### config.mk
export PLATFORM = sky130hd
export DESIGN_NAME = mpq_cell
export DESIGN_NICKNAME = d
export VERILOG_FILES = /design/src/design/mpq_pkg.sv /design/src/design/mpq_cell.sv
export SDC_FILE = /design/constraint.sdc
export NUM_CORES = 1
export LEC_CHECK = 0
export ABC_AREA = 1
export BUFFER_PORTS_ARGS = -buffer_cell sky130_fd_sc_hd__buf_2
export CAP_MARGIN = 0
export CORE_MARGIN = 3
export CORE_UTILIZATION = 41
export DETAILED_ROUTE_END_ITERATION = 7
export GPL_TIMING_DRIVEN = 0
export PLACE_DENSITY = 0.77
export SETUP_SLACK_MARGIN = 0.3
export SLEW_MARGIN = 30
export SYNTH_ARGS = -nofsm -noshare
export SYNTH_HDL_FRONTEND = slang
export SYNTH_SLANG_ARGS = --single-unit
### constraint.sdc
create_clock -name clk -period 1.6 [get_ports clk]
set_clock_uncertainty 0.1 [all_clocks]
set_input_delay 0.32 -clock clk [delete_from_list [all_inputs] [get_ports clk]]
set_output_delay 0.32 -clock clk [all_outputs]
set_load 0.05 [all_outputs]
### src/design/mpq_pkg.sv
// Package for the min priority queue: shared types and command codes.
// Depends on nothing; every other design file refers to it by scoped names.
`default_nettype none

package mpq_pkg;

	localparam int TagW  = 16;
	localparam int KeyW  = 16;
	localparam int FillW = 7;

	localparam logic CMD_ENQ = 1'b0;
	localparam logic CMD_DEQ = 1'b1;

	typedef logic [TagW-1:0]  tag_t;
	typedef logic [KeyW-1:0]  key_t;
	typedef logic [FillW-1:0] fill_t;

	typedef struct packed {
		tag_t tag;
		key_t key;
	} pair_t;

	// Broadcast from the top level to every cell in the row.
	typedef struct packed {
		logic  enq;
		logic  deq;
		pair_t pair;
	} cell_ctrl_t;

endpackage

`default_nettype wire

### src/design/mpq_cell.sv
// One cell of the sorted shift row: holds a single (tag, key) pair.
// Depends on mpq_pkg for the pair and control types.
`default_nettype none

module mpq_cell (
	input  wire                 clk,
	input  wire                 arst_n,
	input  mpq_pkg::cell_ctrl_t ctrl,
	input  wire                 valid,
	input  wire                 left_flag,
	input  mpq_pkg::pair_t      left_pair,
	input  mpq_pkg::pair_t      right_pair,
	output mpq_pkg::pair_t      pair,
	output logic                flag
);

	mpq_pkg::pair_t pair_q;

	// New pair belongs at or above this cell; ties put the newest pair nearer the head.
	assign flag = !valid || (ctrl.pair.key <= pair_q.key);
	assign pair = pair_q;

	// Payload only; occupancy lives in the top level's count.
	always_ff @(posedge clk or negedge arst_n) begin
		if (!arst_n) begin
			pair_q <= '0;
		end else if (ctrl.enq && flag) begin
			pair_q <= left_flag ? left_pair : ctrl.pair;
		end else if (ctrl.deq) begin
			pair_q <= right_pair;
		end
	end

endmodule

`default_nettype wire

==> flow_metrics.env <==
export IMPL_synth_enable_flop_cells=0
export IMPL_place_ws_ns=-0.629
export IMPL_antenna_left=0
export IMPL_yosys_register_bits=32
export IMPL_finish_instance_area_um2=4220
export IMPL_synthAdderAreaFrac=0.0792
export IMPL_seqPwrFrac=0.245
export IMPL_initial_core_util=0.440
export IMPL_yosysTopAreaCell="dfrtp_1"
export IMPL_synth_nets=474
export IMPL_synth_top_area_frac=0.317
export IMPL_path_clk_slew_ns=0.08
export IMPL_power_internal_uw=2590
export IMPL_grt_setup_unrepaired="yes"
export IMPL_h_tree_depth=2
export IMPL_cts_inserted_buffers=5
export IMPL_netlist_area_um2=2530
export IMPL_root_buffer="clkbuf_8"
export IMPL_synth_xor_area_share=0
export IMPL_start_kind="register"
export IMPL_worst_setup_path_end_kind="output port"
export IMPL_syn_inst=356
export IMPL_synthTopCellsByArea="dfrtp_1 (32%), nand2_1 (22%), nand3_1 (13%)"
export IMPL_drive_gt1_frac=0.464
export IMPL_synth_top_family_by_area="simple AND/OR/NAND/NOR gates"
export IMPL_nets=639
export IMPL_drv_slew=0
export IMPL_finish_utilization=0.735
export IMPL_swShare=0.415
export IMPL_synth_warnings=0
export IMPL_port_buffers=131
export IMPL_cts_hold_buf=0
export IMPL_p_switching_uw=1830
export IMPL_area_delta_synth_final_pct=66.8
export IMPL_max_flop_register="pair"
export IMPL_wl_per_cell_um=15.6
export IMPL_fmax_mhz=449
export IMPL_antenna_found_initial=0
export IMPL_ys_types=19
export IMPL_overflow=0
export IMPL_insertion_delay_ns=0.28
export IMPL_vias=3009
export IMPL_met1Wirelength_mm=3.68
export IMPL_grt_max_degree=33
export IMPL_place_congestion=0.822
export IMPL_design_core_area_um2=5740
export IMPL_largest_reg_flops=32
export IMPL_status="complete, but fails checks"
export IMPL_synth_compound_area_frac=0.0218
export IMPL_fp_dieH_um=84.5
export IMPL_clockBufferDepth=2
export IMPL_grt_pass1_wl_mm=13.8
export IMPL_power_density_nw_per_um2=1050
export IMPL_min_path_type="in -> async"
export IMPL_routed_wl_mm=9.26
export IMPL_period_share=1.39
export IMPL_worstMarginPinSlew_ns=0.748
export IMPL_vdd_ir_drop_max_uv=662
export IMPL_antenna_cells=0
export IMPL_power_frac_comb=0.560
export IMPL_finalPower_uw=4420
export IMPL_maxCapViolations=0
export IMPL_fin_crit_ns=2.23
export IMPL_drc=0
export IMPL_dr_wl_met2_mm=4.91
export IMPL_yosysMostFrequentCell="nand2_1"
export IMPL_hold_violations=2
export IMPL_synth_simple_area_share=0.368
export IMPL_ys_top_cells_by_count="nand2_1 (147), nand3_1 (65), dfrtp_1 (32)"
export IMPL_crit_type="reg -> out"
export IMPL_die_x_um=84.5
export IMPL_dr_wl_met3_um=459
export IMPL_cts_tree="done"
export IMPL_relSlewSlack=0.502
export IMPL_cp_required_ns=1.18
export IMPL_setup_viol_count_final=33
export IMPL_dp_hpwl_mm=6.08
export IMPL_viasPerCell=5.07
export IMPL_hold_slack_ns=-0.00249
export IMPL_path_max_fanout=3
export IMPL_p_clk_frac=0.195
export IMPL_drt_iter0_markers=138
export IMPL_async_reset_ff_frac=1.00
export IMPL_dpl_cell_area_um2=3360
export IMPL_cts_sinks=32
export IMPL_power_leakage_uw=0.00231
export IMPL_ys_seq_area_frac=0.317
export IMPL_postLayoutSetupSlackWorst_ns=-0.629
export IMPL_drt_first_pass_iters=5
export IMPL_arrival_ns=1.81
export IMPL_violations="hold timing, setup timing"
export IMPL_io_pins=135
export IMPL_postSynth_topFlopCell="dfrtp_1"
export IMPL_grt_usage=0.237
export IMPL_grt_pass1_vias=2945
export IMPL_die_area_um2=7150
export IMPL_avgSynthCellArea_um2=7.10
export IMPL_reg_largest_list="pair x32"
export IMPL_row_count=27
export IMPL_top_layer_used="met4"
export IMPL_synthMuxAreaShare=0.123
metal layers:
| metal | global-route usage | up-vias |
|---|---|---|
| li1 | - | 1490 |
| met1 | 0.300 | 1404 |
| met2 | 0.416 | 98 |
| met3 | 0.0373 | 17 |
| met4 | 0.0647 | 0 |
| met5 | 0 | - |
repair_timing:
item / in CTS / in global routing
buffers inserted: 16 / 10
setup endpoints to repair: 64 / 55
pin swaps: 14 / 6
resized for setup: 88 / 47
gates cloned: 0 / 1
power groups by stage:
stage	Sequential, uW	Combinational (uW)	Clock, uW
CTS	1070	2150	868
finish	1080	2470	862
floorplan	1610	705	0
global route	1100	2630	918
detailed placement	1080	1710	0
global placement	1080	1670	0
logic make-up (layout without fill, tap and decap cells):
kind of cell	count (synthesis)	in the layout
AND/OR/NAND/NOR	221	222
buffers and inverters	46	211
flip-flops	32	32
multiplexers	31	31
adder cells (fa/ha/maj)	16	16
AO/OA/AOI/OAI	10	10
area by class of cell:
type                            count  area (um2)
Multi-Input combinational cell    279        1770
Fill cell                         442        1520
Timing Repair Buffer              157        1140
Sequential cell                    32         821
Buffer                             24         186
Clock buffer                        7        96.3
Tap cell                           72        90.1
Inverter                           22        82.6
Clock inverter                      1        30.0
cells in the final DEF (no fill, tap or decap), types with 3 or more instances in the layout:
master      n
buf_2     102
dfrtp_2    16
inv_2      12
clkbuf_1    9
clkbuf_8    7
buf_12      3
nand2_1   137
buf_8      19
nand3_2     5
nand2_4     4
buf_4      24
nor2_1      3
nand3_1    60
dfrtp_1    16
mux2i_1    31
a21oi_1     4
nand2_2     7
inv_1      10
ha_1        4
buf_6      22
ha_4       12
worst paths after layout:
kind | slack (ns) | start | to | cells past startpoint
max | -0.63 | pair[8] | flag | 9
min | -0.002 | arst_n | pair[9] | 1
max reg2reg | -0.57 | pair[8] | pair[6] | 16
min reg2reg | 0.41 | pair[28] | pair[28] | 2
max in group asynchronous | 0.87 | arst_n | pair[14] | 1
min in group clk | 0.22 | right_pair[4] | pair[4] | 5
critical path, cell delays in order, from the launching register on:
cell     delay, ns
dfrtp_2       0.39
inv_1         0.05
ha_1          0.27
nand2_1       0.08
nor2_2        0.15
nand2_2       0.08
o21a_1        0.22
nand2_4       0.08
buf_12        0.10
buf_12        0.12
stage by stage:
step	TNS (ns)	std cells
4_1_cts	-14.25	583
3_3_place_gp	-13.97	559
5_1_grt	-20.71	594
3_5_place_dp	-14.71	559
6_report	-17.71	594
2_1_floorplan	-12.03	356
Note: power is estimated with default switching activity, not from simulation.
